### config.mk
export PLATFORM = sky130hd
export DESIGN_NAME = rbp_cmd_queue
export DESIGN_NICKNAME = d
export VERILOG_FILES = /design/src/hw/rtl/rbp_pkg.sv /design/src/hw/rtl/rbp_cmd_queue.sv
export SDC_FILE = /design/constraint.sdc
export NUM_CORES = 1
export LEC_CHECK = 0
export ABC_CLOCK_PERIOD_IN_PS = 2100
export BUFFER_PORTS_ARGS = -buffer_cell sky130_fd_sc_hd__buf_2
export CORE_MARGIN = 8
export CORE_UTILIZATION = 30
export DETAILED_ROUTE_END_ITERATION = 10
export PLACE_DENSITY = 0.54
export SETUP_SLACK_MARGIN = 0.02
export SYNTH_ARGS = -nofsm -noshare
export SYNTH_HDL_FRONTEND = slang
export SYNTH_SLANG_ARGS = --single-unit
### constraint.sdc
create_clock -name i_clk -period 2.1 [get_ports i_clk]
set_input_delay 0 -clock i_clk [delete_from_list [all_inputs] [get_ports i_clk]]
set_output_delay 0 -clock i_clk [all_outputs]
set_load 0.01 [all_outputs]
### src/hw/rtl/rbp_pkg.sv
`default_nettype none

package rbp_pkg;

    localparam int PIXEL_BITS      = 8;
    localparam int MAX_WIDTH_DEF   = 1024;
    localparam int MAX_HEIGHT      = 1024;
    localparam int DIM_BITS        = 11;
    localparam int DRAIN_BITS      = 12;
    localparam int CFG_INDEX_BITS  = 1;
    localparam int CFG_DATA_BITS   = 11;
    localparam int WIDTH_RESET     = 640;
    localparam int HEIGHT_RESET    = 480;
    localparam int CMDQ_DEPTH      = 4;

    localparam logic [CFG_INDEX_BITS-1:0] REG_IMAGE_WIDTH  = 1'd0;
    localparam logic [CFG_INDEX_BITS-1:0] REG_IMAGE_HEIGHT = 1'd1;

    localparam logic MODE_PIXEL = 1'b0;
    localparam logic MODE_DRAIN = 1'b1;

    typedef struct packed {
        logic       mode;
        logic [7:0] pixel_in;
    } t_in_item;

    typedef struct packed {
        logic [7:0] pixel_out;
        logic       row_end;
        logic       frame_end;
        logic       last_of_run;
    } t_out_item;

    // one classified item: pixel plus its edge roles
    typedef struct packed {
        logic [PIXEL_BITS-1:0] pixel;
        logic                  left;
        logic                  right;
        logic                  last_out;
    } t_cmd;

    typedef struct packed {
        logic afull;
        logic full;
    } t_qstat;

    function automatic logic [DIM_BITS-1:0] clamp_dim(input logic [DIM_BITS-1:0] v,
                                                      input int unsigned max_v);
        logic [DIM_BITS-1:0] r;
        if (v == '0) begin
            r = DIM_BITS'(1);
        end else if (32'(v) > max_v) begin
            r = DIM_BITS'(max_v);
        end else begin
            r = v;
        end
        return r;
    endfunction

endpackage

`default_nettype wire

### src/hw/rtl/rbp_cmd_queue.sv
`default_nettype none

module rbp_cmd_queue (
    input  wire logic            i_clk,
    input  wire logic            i_rst_n,
    input  wire logic            i_push,
    input  wire rbp_pkg::t_cmd   i_cmd,
    input  wire logic            i_pop,
    output logic                 o_valid,
    output rbp_pkg::t_cmd        o_cmd,
    output rbp_pkg::t_qstat      o_stat
);
    localparam int DEPTH = rbp_pkg::CMDQ_DEPTH;
    localparam int PW    = $clog2(DEPTH);

    rbp_pkg::t_cmd r_mem [DEPTH];
    logic [PW-1:0] r_wr, r_rd;
    logic [PW:0]   r_cnt;
    logic          do_push, do_pop;

    assign do_push = i_push;
    assign do_pop  = i_pop && (r_cnt != '0);

    always_ff @(posedge i_clk) begin
        if (do_push) begin
            r_mem[r_wr] <= i_cmd;
        end
    end

    always_ff @(posedge i_clk) begin
        if (!i_rst_n) begin
            r_wr  <= '0;
            r_rd  <= '0;
            r_cnt <= '0;
        end else begin
            if (do_push) begin
                r_wr <= r_wr + PW'(1);
            end
            if (do_pop) begin
                r_rd <= r_rd + PW'(1);
            end
            r_cnt <= r_cnt + (PW+1)'(do_push) - (PW+1)'(do_pop);
        end
    end

    assign o_valid = r_cnt != '0;
    assign o_cmd   = r_mem[r_rd];
    // leave one slot for the item already in the front's read stage
    assign o_stat.afull = r_cnt >= (PW+1)'(DEPTH - 1);
    assign o_stat.full  = r_cnt == (PW+1)'(DEPTH);

endmodule

`default_nettype wire

Word level (Yosys, flattened, before mapping)
Memory sizes are Yosys's and may differ from the RTL's. A register that Yosys moved wholly into a read port is not among the register bits.
Index checks and enable logic that the tools add are counted.

word-level totals
  flip-flop bits (word level) = 7
  memory bits (writable) = 44
  input port bits = 15
  memories kept = 1

operators by class
  add/subtract/negate cells = 4
  $lt $le $gt $ge = 1
  equal/unequal tests = 1
  mux-type cells = 4
  reductions and logical operators = 2

memory list
  name   depth  width  read ports  clocked after memory_dff  write ports  line                 RTL
  r_mem  4      11     1           1                         1            rbp_cmd_queue.sv:16  rbp_pkg::t_cmd r_mem [DEPTH];

operators with widths
  operator                                                           count
  adder 2 x 1 -> 2 bit, second input constant                        2
  two-way mux 2 bit                                                  2
  adder 3 x 1 -> 3 bit                                               1
  == test 3 bit, second input constant                               1
  greater-or-equal comparator 3 x 2 -> 1 bit, second input constant  1
  nonzero test 3 bit                                                 1
  subtractor 3 x 1 -> 3 bit                                          1
  two-way mux 1 bit                                                  2
  logical AND 1 bit                                                  1

Logic depth before layout (Yosys ltp)
  depth in word-level cells = 4
  mapped depth = 8

Least setup slack after synthesis
OpenSTA, ideal clock, no wires.

  path type = register -> register
  start = register r_cnt[1]
  end = register r_cnt[2]
  setup time = 0.115 ns
  arrival time = 1.808 ns
  data required time = 1.985 ns
  path slack = 0.177 ns
  cell stages (with the launch flop) = 9
  buffers on the path = 0
  cells stage by stage = dfxtp_1 > o31a_1 > ha_1 > inv_1 > ha_1 > inv_1 > fa_1 > xnor2_1 > and2_1

between the ends
  cells in the longest elaborated chain, start to end = 3
  elaborated cells between the ends (all ways) = 4

ends and longest elaborated chain
  element                    line                 RTL
  start, declared            rbp_cmd_queue.sv:18  logic [PW:0] r_cnt;
  start signal, assigned     rbp_cmd_queue.sv:42  r_cnt <= r_cnt + (PW+1)'(do_push) - (PW+1)'(do_pop);
  nonzero test 3 bit         rbp_cmd_queue.sv:22  assign do_pop = i_pop && (r_cnt != '0);
  logical AND 1 bit          rbp_cmd_queue.sv:22
  net do_pop                 rbp_cmd_queue.sv:19  logic do_push, do_pop;
  subtractor 3 x 1 -> 3 bit  rbp_cmd_queue.sv:42

The timed path passes the listed nets, and every way through them passes these cells.
A chain may end at the register's enable or synchronous reset.

Worst setup path in the final report
  start = register r_cnt[0]
  end = register r_cnt[2]

The elaborated chain is that of the path after synthesis.

==> results.cfg <==
[worst_setup_path]
largest_fanout_on_the_critical_path = 6
critical_path_start_type = flip-flop
setup_crit_end_kind = flip-flop
signal_arrival_time_at_the_worst_endpoint_ns = 2.17
worstSetupPathType = flip-flop to flip-flop
cp.required_ns = 2.30

[pwr]
sequentialPowerShare_pct = 50.5
p_switching_mw = 0.6912
sw_share_pct = 26.51
powerDensity_mw_per_mm2 = 1027
power_report.internal_total_mw = 1.916
max-vdd-ir-drop_mv = 0.4652
comb_pwr_share_pct = 23.8
clock_power_share_pct = 25.7
static-leakage-power_nw = 0.9214

[clock_network]
cts_root_buffer = clkbuf_8
tritoncts_num_sinks = 53
cts_tree = yes
clock_latency_ns = 0.30
clockBufferDepth = 2
clkSlewWorstSetupHoldPaths_ns = 0.09
tritoncts_buffer_count = 5
ctsHtreeMaxLevel = 2

[finish]
num-fill-cells = 621
insertedDiodeCount = 0
nets = 175
areaGrowthSynthToFinish_pct = 22.60
multi_input_comb_area_um2 = 530.5
post_route_cells_drive_above_1_share_pct = 32.03
area.sequential_mm2 = 0.001503

[synthesis]
postSynthNetCount = 128
netlist.area_leader.share_pct = 63.81
synth_area_leaders = edfxtp_1, mux4_2, dfxtp_1
netlist_area_mm2 = 0.002071
synthCells = 105
synth_most_common_cell = edfxtp_1
synth_cell_type_count = 21
warnings_synthesis = 0
synthTopCellsByCount = edfxtp_1, mux4_2, dfxtp_1
dominantRegCellSynth = edfxtp_1
edff_count_synth = 44
synth.yosys.seq_area_share_pct = 72.51
async_reset_ff_share_pct = 0
yosysTopAreaCell = edfxtp_1
synth_area_per_cell_um2 = 19.72
yosys_register_bits = 53

[timing]
timing.slew.headroom_pct = 56.24
setup_viol = 0
timing_worst_slew_pin_value_ns = 0.6564
final-hold-violation-count = 0
post-route-worst-setup-slack_ns = 0.1211
timing_max_transition_violations_final = 0
timing.final.crit_share_pct = 94.23
final.min_clock_period_ns = 1.979
fmax_ghz = 0.5053
totalNegativeSetupSlack_ns = 0
rsz0062_at_grt = false
finClkSkew_ns = 0.007842

[floorplan]
effective_utilization_at_floorplan_pct = 30.65
core-area_mm2 = 0.006756
ios = 29
fp.dieArea_mm2 = 0.009817
placementRows = 30
floorplan.die.height_um = 99.08
chipWidth_um = 99.08

[routing]
first_iter_violations = 42
antenna_violating_nets_post_route = 0
route.final.wire_length_um = 3941
drtPass1Iterations = 4
detailroute.via_count = 1070
detail_route.wl_per_cell_um = 16.91
post_drt_via_cell_ratio = 4.592
post-route-drc-count = 0

[place]
placement.io_buffers = 28
dp_hpwl_um = 2671
dpl_worst_slack_ns = 0.04454
gp_congestion = 0.6821

[outcome]
status = completed

[grt]
number_of_antenna_violations_at_the_first_check_in_global_routing = 0
grt_util_overall_pct = 8.707
grt_remaining_overflow = 0
grt_first_pass_wirelength_um = 6444
grt_start_max_net_pins = 17
grt_pass1_vias = 1238

[worst_hold_path]
hp-class = input pin to flip-flop

[flow_run]
max-cap-violations = 0
-- flip-flops by register name (all words and copies together) (netlist names), named ones only --
register / cells
r_mem: 44
r_rd: 2
r_wr: 2
r_cnt: 3
-- cell usage in the layout, fill, tap and decap left out, types with 4 or more instances in the layout --
cell | netlist | layout
mux4_2 | 10 | 10
clkbuf_8 | 0 | 5
edfxtp_1 | 44 | 44
dlygate4sd3_1 | 0 | 11
and2_1 | 7 | 7
ha_1 | 7 | 7
buf_2 | 1 | 28
inv_1 | 6 | 6
dfxtp_1 | 9 | 8
mux2i_1 | 4 | 4
-- per-layer routing --
metal	up-vias	track usage, %	routed length (um)
li1	500	-	-
met3	7	3.383	192
met5	-	0	0
met2	28	14.55	1916
met1	535	9.909	1796
met4	0	3.027	36
-- kinds of logic after synthesis --
group / count (synthesis) / synth area share (%)
flip-flops: 53 / 72.51
AND/OR/NAND/NOR: 16 / 4.411
multiplexers: 15 / 14.08
buffers and inverters: 8 / 1.873
adder cells (fa/ha/maj): 8 / 5.196
AO/OA/AOI/OAI: 3 / 1.088
XOR/XNOR: 2 / 0.8461
-- final timing paths --
check	cells past startpoint	end	start	slack, ns
min	2	r_wr[1]	i_rst_n	0.03
min reg2reg	2	flip-flop	r_rd[1]	0.48
max reg2reg	8	r_cnt[2]	r_cnt[0]	0.12
max	8	r_cnt[2]	r_cnt[0]	0.12
-- worst max-delay path, stage by stage, from the launching register on --
cell,delay [ns]
dfxtp_1,0.36
o31a_1,0.34
ha_1,0.29
inv_1,0.06
ha_1,0.13
inv_1,0.05
fa_1,0.37
xnor2_1,0.14
and2_1,0.15
-- layout make-up --
class | count | share of cell area (%)
Timing Repair Buffer | 42 | 10.74
Multi-Input combinational cell | 44 | 20.90
Clock buffer | 5 | 2.711
Clock inverter | 3 | 1.626
Sequential cell | 53 | 59.19
Inverter | 6 | 0.8871
Tap cell | 80 | 3.943
-- power groups by stage --
stage          Clock [mW]  Sequential [mW]  Combinational (mW)
3_3_place_gp            0             1.33               0.558
3_5_place_dp            0             1.34               0.599
5_1_grt             0.721             1.33               0.690
6_report            0.670             1.32               0.620
4_1_cts             0.687             1.32               0.617
2_1_floorplan           0             1.29               0.423
-- stage by stage --
stage,hold slack (ns),instances,instance area [um^2],utilization [%],power [mW]
after CTS,0.02425,231,2522,37.33,2.624
after floorplan,0.09887,105,2071,-,1.716
after detailed placement,0.2210,212,2302,34.07,1.943
after global routing,0.03865,233,2539,37.57,2.746
final,0.03469,233,2539,37.57,2.607
after global placement,0.2132,212,2302,34.07,1.890
-- timing repair --
item | 4_1_cts | 5_1_grt
endpoints found under the hold margin | 44 | 0
setup endpoints to repair | 0 | 2
resized for setup | 0 | 1
hold buffers | 11 | 0
setup buffers | 0 | 2
Power figures use the tool's default switching activity.
