File: config.mk
export PLATFORM = sky130hd
export DESIGN_NAME = rbp_back
export DESIGN_NICKNAME = d
export VERILOG_FILES = /design/src/hw/rtl/rbp_pkg.sv /design/src/hw/rtl/rbp_back.sv
export SDC_FILE = /design/constraint.sdc
export NUM_CORES = 1
export LEC_CHECK = 0
export ABC_AREA = 1
export BUFFER_PORTS_ARGS = -buffer_cell sky130_fd_sc_hd__buf_2
export CAP_MARGIN = 20
export CORE_AREA = 2 2 39 41
export DETAILED_ROUTE_END_ITERATION = 7
export DIE_AREA = 0 0 41 43
export PLACE_DENSITY_LB_ADDON = 0.05
export REMOVE_ABC_BUFFERS = 1
export SLEW_MARGIN = 20
export SYNTH_ARGS = -nofsm -noshare
export SYNTH_HDL_FRONTEND = slang
export SYNTH_SLANG_ARGS = --single-unit
export TNS_END_PERCENT = 1
File: constraint.sdc
create_clock -name i_clk -period 1.5 [get_ports i_clk]
set_clock_uncertainty 0.2 [all_clocks]
set_input_delay 0.15 -clock i_clk [delete_from_list [all_inputs] [get_ports i_clk]]
set_output_delay 0.15 -clock i_clk [all_outputs]
set_load 0.05 [all_outputs]
File: src/hw/rtl/rbp_pkg.sv
`default_nettype none

package rbp_pkg;

    localparam int PIXEL_BITS      = 8;
    localparam int MAX_WIDTH_DEF   = 1024;
    localparam int MAX_HEIGHT      = 1024;
    localparam int DIM_BITS        = 11;
    localparam int DRAIN_BITS      = 12;
    localparam int CFG_INDEX_BITS  = 1;
    localparam int CFG_DATA_BITS   = 11;
    localparam int WIDTH_RESET     = 640;
    localparam int HEIGHT_RESET    = 480;
    localparam int CMDQ_DEPTH      = 4;

    localparam logic [CFG_INDEX_BITS-1:0] REG_IMAGE_WIDTH  = 1'd0;
    localparam logic [CFG_INDEX_BITS-1:0] REG_IMAGE_HEIGHT = 1'd1;

    localparam logic MODE_PIXEL = 1'b0;
    localparam logic MODE_DRAIN = 1'b1;

    typedef struct packed {
        logic       mode;
        logic [7:0] pixel_in;
    } t_in_item;

    typedef struct packed {
        logic [7:0] pixel_out;
        logic       row_end;
        logic       frame_end;
        logic       last_of_run;
    } t_out_item;

    // one classified item: pixel plus its edge roles
    typedef struct packed {
        logic [PIXEL_BITS-1:0] pixel;
        logic                  left;
        logic                  right;
        logic                  last_out;
    } t_cmd;

    typedef struct packed {
        logic afull;
        logic full;
    } t_qstat;

    function automatic logic [DIM_BITS-1:0] clamp_dim(input logic [DIM_BITS-1:0] v,
                                                      input int unsigned max_v);
        logic [DIM_BITS-1:0] r;
        if (v == '0) begin
            r = DIM_BITS'(1);
        end else if (32'(v) > max_v) begin
            r = DIM_BITS'(max_v);
        end else begin
            r = v;
        end
        return r;
    endfunction

endpackage

`default_nettype wire

File: src/hw/rtl/rbp_back.sv
`default_nettype none

module rbp_back (
    input  wire logic                i_clk,
    input  wire logic                i_rst_n,
    input  wire logic                i_valid,
    input  wire rbp_pkg::t_cmd       i_cmd,
    input  wire logic                i_pop,
    output logic                     o_empty,
    output rbp_pkg::t_out_item       o_item,
    output logic                     o_cmd_pop
);
    logic [1:0] r_phase, n_phase;
    logic [1:0] last_idx;
    logic       is_last, is_right, take;

    // results per item: optional left pad, the pixel, optional right pad
    assign last_idx = 2'(i_cmd.left) + 2'(i_cmd.right) ;
    assign is_last  = r_phase == last_idx;
    assign is_right = i_cmd.right && is_last;
    assign take     = i_pop && i_valid;

    always_comb begin
        n_phase = r_phase;
        if (take) begin
            n_phase = is_last ? 2'd0 : r_phase + 2'd1;
        end
    end

    always_ff @(posedge i_clk) begin
        if (!i_rst_n) begin
            r_phase <= 2'd0;
        end else begin
            r_phase <= n_phase;
        end
    end

    assign o_empty            = !i_valid;
    assign o_item.pixel_out   = 8'(i_cmd.pixel);
    assign o_item.row_end     = is_right;
    assign o_item.frame_end   = is_right && i_cmd.last_out;
    assign o_item.last_of_run = is_last;
    assign o_cmd_pop          = take && is_last;

endmodule

`default_nettype wire

Word level (Yosys, flattened, before mapping). Cells that the tools add are included.

Logic and storage cells: 10. Output and inout port bits: 13. Input port bits: 15. Register bits: 2.

Mux-type cells: 1. Add/subtract/negate cells: 2. Reductions and logical operators: 5. Equality and inequality tests: 1.

Operators by type and width (count): 1-bit logical AND (4); 1-bit by 1-bit adder with 2-bit output (1); 2-bit by 1-bit adder with 2-bit output (second input constant) (1); 2-bit equality test (1); 2-bit two-way mux (1); 1-bit logical NOT (1).

Longest topological paths before layout. Gate-level depths: netlist of run 1.

Depth in word-level cells: 4. Mapped depth: 7. Depth with buffers taken out: 7.

Worst setup path before layout of run 1. OpenSTA, ideal clock, no wires.

Kind: input to output. Start: in i_cmd[1] (netlist bit). End: out o_item[1] (netlist bit). Arrival time: 1341 ps. Path buffers: 0. Stages on the path: 6. Slack: -191 ps. Data required time: 1150 ps. Cells stage by stage: ha_1 > inv_1 > nand2_2 > nand2_2 > nand2_2 > nor3b_2.

RTL lines: from (decl) (RTL line rbp_back.sv:7) `input wire rbp_pkg::t_cmd i_cmd,`; to (decl) (RTL line rbp_back.sv:10) `output rbp_pkg::t_out_item o_item,`.

==> metrics.yaml, run 1 <==
synth:
  ys.flop_type: "sky130_fd_sc_hd__dfxtp_1"
  synth.top_cells.by_count: "sky130_fd_sc_hd__buf_4, sky130_fd_sc_hd__inv_1, sky130_fd_sc_hd__nand2_2"
  synth-edff-count: 0
  number_of_library_cell_types_mapped_by_synthesis: 11
  netlist_instances: 40
  synth.avg_cell_area_um2: 6.73
  synth-seq-area-share_pct: 14.9
  synth_top_cell_area_share_pct: 27.9
  post-synth-top-count-cell: "sky130_fd_sc_hd__buf_4"
  synth_largest_area_cell: "sky130_fd_sc_hd__buf_4"
  yosys_register_bits: 2
  synth_area_um2: 269
  ys.warnings.count: 0
  ys_top_cells_by_area: "sky130_fd_sc_hd__buf_4, sky130_fd_sc_hd__dfxtp_1, sky130_fd_sc_hd__nand2_2"
  ys_async_sr_fraction_pct: 0
critical_path:
  timing.critical_path.max_delay_family: "simple AND/OR/NAND/NOR gates"
  crit_top_cell: "sky130_fd_sc_hd__nand2_2"
  cp_slowest_stage_delay_ps: 310
  endpoint_kind: "output pin"
  worstSetupStartpointType: "register"
  req_time_crit_path_ps: 1150
  crit_chain: "inv_2 -> nand2_2 -> nand2_2 -> nand2_2 -> nor3b_2 -> buf_6"
  critical_path_class: "reg2out"
  crit_slowest_cell: "sky130_fd_sc_hd__dfxtp_2"
  critPathMaxFanout: 3
  worstPathBufferInverterCount: 2
  cp.arrival_ps: 1120
cells_and_area:
  layout_top_registers: "r_phase: 2 flops"
  area.growth.synth_to_final_pct: 32.1
  finalCoreUtilization_pct: 25.7
  regMostFlops: "r_phase"
  design.final.nets: 66
  stdcell_count: 64
  insertedDiodeCount: 0
  largest_register_ffs: 2
  layout_cells_sized_above_1_pct: 64.6
sta:
  timing.slew.headroom_pct: 83.7
  hold_violations: 0
  max_freq_ghz: 0.679
  final.period_utilization_pct: 98.2
  finalCriticalPeriod_ps: 1470
  tightest_slew_ps: 246
  final_critical_path_setup_slack_ps: 27.2
  slew_violations: 0
  finalSetupViolCount: 0
  rsz0062_at_grt: "true"
floorplan:
  core-area_mm2: 0.00138
  std_cell_rows: 14
  fp.dieW_um: 41
  fp.dieArea_mm2: 0.00176
  initial_utilization_pct: 19.4
  die_outline_height_um: 43
  io_pins: 28
placed_design:
  gp_congestion: 0.668
  port_buffers: 11
  detail_placement_hpwl_um: 395
  dp.cells: 58
  pre_cts_ws_ps: -105
route:
  dr_total_vias: 236
  wire_per_inst_um: 8.03
  viasPerCell: 3.69
  dr.pass1.iters: 1
  routed_wirelength_um: 514
  drt_iter0_drc: 0
  post_detailed_route_count_of_antenna_violating_nets: 0
  drc: 0
global_route:
  grt_max_degree: 4
  first_global_vias: 194
  global_route_wire_length_before_repair_um: 745
  globalRouteTotalUtil_pct: 6.21
  grt.overflow.total: 0
  grt_antenna_before_repair: 0
power_and_ir_drop:
  power_leakage_nw: 0.195
  max-vdd-ir-drop_mv: 0.348
  power.density_cell_area_mw_per_mm2: 852
run_status:
  outcome: "finished clean"
flow_run:
  timing.max_cap.violations: 0
clock_tree:
  cts_tree: "yes"
  clock_latency_reported_for_the_late_side_of_the_worst_skew_pair_ps: 220
  clock_sinks: 2
  clk_root_buffer_cell: "sky130_fd_sc_hd__clkbuf_4"
  ctsHtreeMaxLevel: 1
  cts_max_path_buffers: 2
  clkSlewWorstSetupHoldPaths_ps: 30
  cts_buffer_count: 3
hold_path:
  holdCritPathClass: "in2out"
power by group:
group | switching [mW] | internal [mW] | leakage, nW
clock | 0.0283 | 0.0880 | 0.0138
sequential | 0.00221 | 0.0579 | 0.0172
combinational | 0.0792 | 0.0469 | 0.164
cell type report:
| class | instances | area [um^2] |
|---|---|---|
| clock buffers | 3 | 22.5 |
| well taps | 16 | 20.0 |
| fillers | 172 | 1030 |
| flip-flops and latches | 2 | 42.5 |
| repair buffers | 15 | 101 |
| multi-input cells | 18 | 131 |
| inverters | 10 | 37.5 |
path summary, 6_finish.rpt:
check                          start                       to  slack [ps]  cells after the start
min                        i_cmd[10]               o_item[10]         100                      0
min reg2reg  r_phase[1]$_SDFFE_PN0P_  r_phase[1]$_SDFFE_PN0P_         440                      4
max reg2reg  r_phase[0]$_SDFFE_PN0P_  r_phase[1]$_SDFFE_PN0P_         360                      5
max          r_phase[0]$_SDFFE_PN0P_                o_item[1]          30                      6
cell families (layout without fill, tap and decap cells):
family,after synthesis,count (layout),share of synthesized area [%]
adders and majority gates,1,1,4.65
DFF,2,2,14.9
buffers and inverters,20,28,41.9
and+or+nand+nor,15,15,32.1
xor gates and xnor gates,2,2,6.51
layer usage:
metal | routed length, um | GRT usage (%) | part of all wire [%]
met5 | 0 | 0 | 0
met4 | 0 | 4.00 | 0
met3 | 79 | 6.28 | 15
met2 | 230 | 7.19 | 45
met1 | 204 | 6.71 | 40
stage by stage:
step	total power [mW]	instance area (um^2)	setup TNS (ps)	hold WS, ps
finish	0.303	355	0	100
global route	0.325	355	-41.2	100
CTS	0.309	347	-23.7	101
detailed placement	0.170	277	-126	101
global placement	0.170	277	-105	101
floorplan	0.143	194	-373	78.1
repair_timing:
action,4_1_cts,5_1_grt
hold endpoints to repair,2,0
buffers inserted,2,0
gates cloned,0,0
endpoints found under the setup margin,2,4
pin swaps,3,3
hold buffers,1,0
gates resized for setup,5,5
layout by cell type, fill, tap and decap left out, drive strengths merged:
| cell type | Yosys | layout |
|---|---|---|
| buf | 10 | 12 |
| inv | 10 | 10 |
| nand2 | 9 | 9 |
| clkbuf | 0 | 5 |
| nor2 | 4 | 4 |
| xor2 | 2 | 2 |
| dfxtp | 2 | 2 |
| nor3b | 1 | 1 |
| nand3 | 1 | 1 |
| ha | 1 | 1 |
| dlygate4sd3 | 0 | 1 |
worst register-to-register path: stages (launching register included):
cell	delay, ps
sky130_fd_sc_hd__dfxtp_2	320
sky130_fd_sc_hd__inv_2	40
sky130_fd_sc_hd__buf_4	130
sky130_fd_sc_hd__nor2_1	130
sky130_fd_sc_hd__xor2_1	160
sky130_fd_sc_hd__nor2_1	60
Note: power is estimated with default switching activity, not from simulation.
==> run 2, diff against run 1 <==
Settings changed: CELL_PAD_IN_SITES_DETAIL_PLACEMENT from default to 1, CELL_PAD_IN_SITES_GLOBAL_PLACEMENT from default to 1, CORE_AREA 2 2 39 41 to default, CORE_MARGIN from default to 2, CORE_UTILIZATION from default to 19, DIE_AREA 0 0 41 43 to default, RECOVER_POWER from default to 25.
==> metrics.yaml, run 2 (synthesis gave the netlist of run 1 again) <==
placed_design:
  gp_congestion: 0.624
  detail_placement_hpwl_um: 485
  port_buffers: 11
  dp.cells: 57
sta:
  tightest_slew_ps: 248
  finalCriticalPeriod_ps: 1480
  final.setup.tns_ps: 0
  rsz0062_at_grt: "true"
  final.period_utilization_pct: 98.8
  hold_violations: 0
  timing.slew.headroom_pct: 83.6
  slew_violations: 0
  finalSetupViolCount: 0
  max_freq_ghz: 0.675
critical_path:
  cp.arrival_ps: 1130
  critPathMaxFanout: 3
  crit_slowest_cell: "sky130_fd_sc_hd__dfxtp_2"
  endpoint_kind: "output pin"
  crit_top_cell: "sky130_fd_sc_hd__nand2_2"
  cp_slowest_stage_delay_ps: 310
  worstSetupStartpointType: "register"
  critical_path_class: "reg2out"
  crit_chain: "inv_2 -> nand2_2 -> nand2_2 -> nand2_2 -> nor3b_2 -> buf_6"
  req_time_crit_path_ps: 1150
global_route:
  first_global_vias: 238
  global_route_wire_length_before_repair_um: 945
  grt.overflow.total: 0
  gr-max-usage-layer: "met3"
  groute.layer.met1.usage_pct: 7.33
  grtUsageMet3_pct: 10.4
  grt_antenna_before_repair: 0
  groute.layer.met2.usage_pct: 9.06
  globalRouteTotalUtil_pct: 7.52
  grt_max_degree: 4
clock_tree:
  clk_root_buffer_cell: "sky130_fd_sc_hd__clkbuf_4"
  cts_max_path_buffers: 2
  clkSlewWorstSetupHoldPaths_ps: 30
  clock_latency_reported_for_the_late_side_of_the_worst_skew_pair_ps: 220
  ctsHtreeMaxLevel: 1
  clock_sinks: 2
  cts_buffer_count: 3
  cts_tree: "yes"
cells_and_area:
  fillerInstances: 166
  design.final.nets: 66
  flip_flop_and_latch_area_um2: 42.5
  final_cell_mix: "sky130_fd_sc_hd__inv_1, sky130_fd_sc_hd__nand2_2, sky130_fd_sc_hd__buf_2, sky130_fd_sc_hd__clkbuf_4, sky130_fd_sc_hd__nor2_1"
  layout_top_registers: "r_phase: 2 flops"
  final_common_cell: "sky130_fd_sc_hd__inv_1"
  largest_register_ffs: 2
  area.growth.synth_to_final_pct: 33.0
  multi_input_area_um2: 131
  stdcell_count: 63
  regMostFlops: "r_phase"
  insertedDiodeCount: 0
  layout_cells_sized_above_1_pct: 64.6
route:
  drt_iter0_drc: 0
  dr.pass1.iters: 1
  drc: 0
  routed_wirelength_um: 556
  wire_per_inst_um: 8.83
  post_detailed_route_count_of_antenna_violating_nets: 0
  dr_total_vias: 241
  viasPerCell: 3.83
floorplan:
  initial_utilization_pct: 20.4
  fp.dieW_um: 41.6
  fp.dieArea_mm2: 0.00173
  die_outline_height_um: 41.6
  std_cell_rows: 13
  core-area_mm2: 0.00132
  io_pins: 28
power_and_ir_drop:
  power_leakage_nw: 0.196
  power.density_cell_area_mw_per_mm2: 852
  power_mw: 0.305
  max-vdd-ir-drop_mv: 0.314
hold_path:
  holdCritPathClass: "in2out"
run_status:
  outcome: "finished clean"
flow_run:
  timing.max_cap.violations: 0
## run 2: worst paths after layout
path | startpoint | to | slack (ps) | cells past startpoint
hold / removal | i_cmd[10] | o_item[10] | 100 | 0
setup reg to reg | r_phase[0]$_SDFFE_PN0P_ | r_phase[1]$_SDFFE_PN0P_ | 370 | 5
setup / recovery | r_phase[0]$_SDFFE_PN0P_ | o_item[1] | 20 | 6
hold reg to reg | r_phase[1]$_SDFFE_PN0P_ | r_phase[1]$_SDFFE_PN0P_ | 450 | 4
## run 2: final cells by class
cell class	count	area share, %
multi-input combinational	18	36.7
timing repair buffer	15	29.4
sequential	2	11.9
inverter	10	10.5
clock buffer	3	6.29
tap	15	5.24
## run 2: through the flow
stage / worst slack, ps / util [%] / hold slack, ps / area, um^2
2_1_floorplan: -191 / - / 78.1 / 194
3_3_place_gp: -89.8 / 20.9 / 101 / 275
3_5_place_dp: -124 / 20.9 / 101 / 275
4_1_cts: -49.0 / 26.4 / 101 / 348
5_1_grt: -73.4 / 27.2 / 100 / 358
6_report: 17.8 / 27.2 / 100 / 358
## run 2: critical path: cells and delay by family, from the launching register on
| kind | cells | cell delay [ps] |
|---|---|---|
| AND/OR/NAND/NOR | 4 | 360 |
| buffers and inverters | 2 | 240 |
| flip-flops | 1 | 310 |
## run 2: where the power goes
part / switching, mW / internal, mW
Clock: 0.0274 / 0.0880
Combinational: 0.0805 / 0.0487
Sequential: 0.00235 / 0.0579
Total: 0.110 / 0.195
## run 2: what timing repair did
action / 4_1_cts / 5_1_grt
setup buffers: 2 / 0
pin swaps: 3 / 3
hold endpoints to repair: 2 / 0
endpoints found under the setup margin: 4 / 4
hold buffers: 1 / 0
gates resized for setup: 6 / 4
## run 2: routing by layer
metal	wire length, um	vias to the layer above
met4	0	0
met2	249	23
met1	213	98
met5	0	-
met3	93	0
li1	-	120
==> run 3, diff against run 2 <==
Settings changed: REMOVE_ABC_BUFFERS 1 to default.
==> metrics.yaml, run 3 (synthesis gave the netlist of run 1 again) <==
run_status:
  outcome: "finished clean"
power_and_ir_drop:
  pwr-share-seq_pct: 17.8
  cell_internal_pwr_mw: 0.215
  clockPowerShare_pct: 34.7
  switching_share_pct: 36.2
  share_comb_of_total_power_pct: 47.5
  power.switching_mw: 0.122
  power.density_cell_area_mw_per_mm2: 838
  power_leakage_nw: 0.217
  max-vdd-ir-drop_mv: 0.379
placed_design:
  gp_congestion: 0.655
  dp.cells: 60
  port_buffers: 11
  detail_placement_hpwl_um: 577
hold_path:
  min_path_cells: 0
  timing.hold.worst_endpoint: "o_item[3]"
  holdCritPathClass: "in2out"
  worst_hold_startpoint: "i_cmd[3]"
sta:
  final.period_utilization_pct: 98.5
  finalCriticalPeriod_ps: 1480
  final.setup.tns_ps: 0
  whs_ps: 100
  max_freq_ghz: 0.677
  hold_violations: 0
  rsz0062_at_grt: "true"
  slew_violations: 0
  timing.slew.headroom_pct: 83.4
  tightest_slew_ps: 251
  finalSetupViolCount: 0
cells_and_area:
  area.growth.synth_to_final_pct: 49.8
  layout_cells_sized_above_1_pct: 70.6
  layout_top_registers: "r_phase: 2 flops"
  insertedDiodeCount: 0
  final_common_cell: "sky130_fd_sc_hd__buf_2"
  regMostFlops: "r_phase"
  stdcell_count: 66
  design.final.nets: 69
  largest_register_ffs: 2
  final_cell_mix: "sky130_fd_sc_hd__buf_2, sky130_fd_sc_hd__inv_1, sky130_fd_sc_hd__nand2_2, sky130_fd_sc_hd__buf_4"
critical_path:
  crit_slowest_cell: "sky130_fd_sc_hd__dfxtp_2"
  cp.arrival_ps: 1130
  critical_path_class: "reg2out"
  endpoint_kind: "output pin"
  timing.rr.start: "r_phase[0]$_SDFFE_PN0P_"
  critPathMaxFanout: 3
  reg2reg_setup_slack_ps: 270
  crit_chain: "inv_2 -> nand2_2 -> nand2_2 -> nand2_4 -> nor3b_4 -> buf_6"
  worstSetupStartpointType: "register"
  crit_top_cell: "sky130_fd_sc_hd__nand2_2"
  req_time_crit_path_ps: 1150
  cp_slowest_stage_delay_ps: 310
  worst_r2r_endpoint: "r_phase[1]$_SDFFE_PN0P_"
  r2r.worst_path.cells: 8
clock_tree:
  clock_sinks: 2
  ctsHtreeMaxLevel: 1
  cts_tree: "yes"
  clk_root_buffer_cell: "sky130_fd_sc_hd__clkbuf_4"
  clock_latency_reported_for_the_late_side_of_the_worst_skew_pair_ps: 220
  clkSlewWorstSetupHoldPaths_ps: 30
  cts_buffer_count: 3
  cts_max_path_buffers: 2
floorplan:
  io_pins: 28
  fp.dieArea_mm2: 0.00173
  fp.dieW_um: 41.6
  die_outline_height_um: 41.6
  std_cell_rows: 13
  initial_utilization_pct: 20.4
  core-area_mm2: 0.00132
route:
  viasPerCell: 3.85
  wire_per_inst_um: 9.91
  post_detailed_route_count_of_antenna_violating_nets: 0
  dr.pass1.iters: 1
  routed_wirelength_um: 654
  drt_iter0_drc: 0
  dr_total_vias: 254
  drc: 0
global_route:
  grt_max_degree: 4
  globalRouteTotalUtil_pct: 8.05
  grt.overflow.total: 0
  grt_antenna_before_repair: 0
  global_route_wire_length_before_repair_um: 1060
  first_global_vias: 261
synth:
  net_count_after_synthesis: 56
flow_run:
  timing.max_cap.violations: 0
-- run 3: cell count changes in the layout (fill, tap and decap cells not counted), sizes merged --
cell	delta
clkbuf	-2
buf	+5
-- run 3: routing by layer --
layer	vias to the layer above	GRT usage, %	part of all wire (%)
li1	126	-	-
met1	114	5.22	28
met2	14	16.3	61
met3	0	3.91	10
met4	0	5.81	0
met5	-	0	0
-- run 3: power groups by stage --
stage | Clock (mW) | Sequential, mW | Combinational, mW
floorplan | 0 | 0.0597 | 0.155
global placement | 0 | 0.0602 | 0.130
detailed placement | 0 | 0.0601 | 0.134
CTS | 0.126 | 0.0601 | 0.156
global route | 0.127 | 0.0604 | 0.172
finish | 0.117 | 0.0601 | 0.160
-- run 3: through the flow --
step / worst slack, ps / total power, mW / utilization (%) / cell area, um^2
2_1_floorplan: 36.5 / 0.215 / - / 288
3_3_place_gp: -58.2 / 0.191 / 24.0 / 317
3_5_place_dp: -76.2 / 0.194 / 24.0 / 317
4_1_cts: 1.24 / 0.343 / 29.8 / 393
5_1_grt: -36.1 / 0.360 / 30.6 / 403
6_report: 22.5 / 0.337 / 30.6 / 403
-- run 3: final cells by class --
type                    instances  area, um^2
fillers                       162         915
multi-input cells              18         143
repair buffers                 18         139
flip-flops and latches          2        42.5
inverters                      10        37.5
clock buffers                   3        22.5
well taps                      15        18.8
-- run 3: worst max-delay path, delay by kind of cell (launching register included) --
family,cells,cell delay [ps]
and+or+nand+nor,4,360
DFF,1,310
buffers and inverters,2,230
-- run 3: worst max-delay path by stage --
stage | from | to | slack, ps | cells past startpoint
3_3_place_gp | i_cmd[1] | o_item[1] | -60 | 8
4_1_cts | r_phase[0]$_SDFFE_PN0P_ | o_item[1] | 1 | 6
2_1_floorplan | i_cmd[1] | o_item[1] | 40 | 6
6_report | r_phase[1]$_SDFFE_PN0P_ | o_item[1] | 20 | 6
5_1_grt | r_phase[0]$_SDFFE_PN0P_ | o_item[1] | -40 | 6
3_5_place_dp | i_cmd[1] | o_item[1] | -80 | 8
-- run 3: repair_timing --
action                                 4_1_cts  5_1_grt
setup endpoints to repair                    4        4
resized for setup                           10        6
endpoints found under the hold margin        2        0
hold buffers                                 1        0
pin swaps                                    3        1
buffers inserted                             2        0
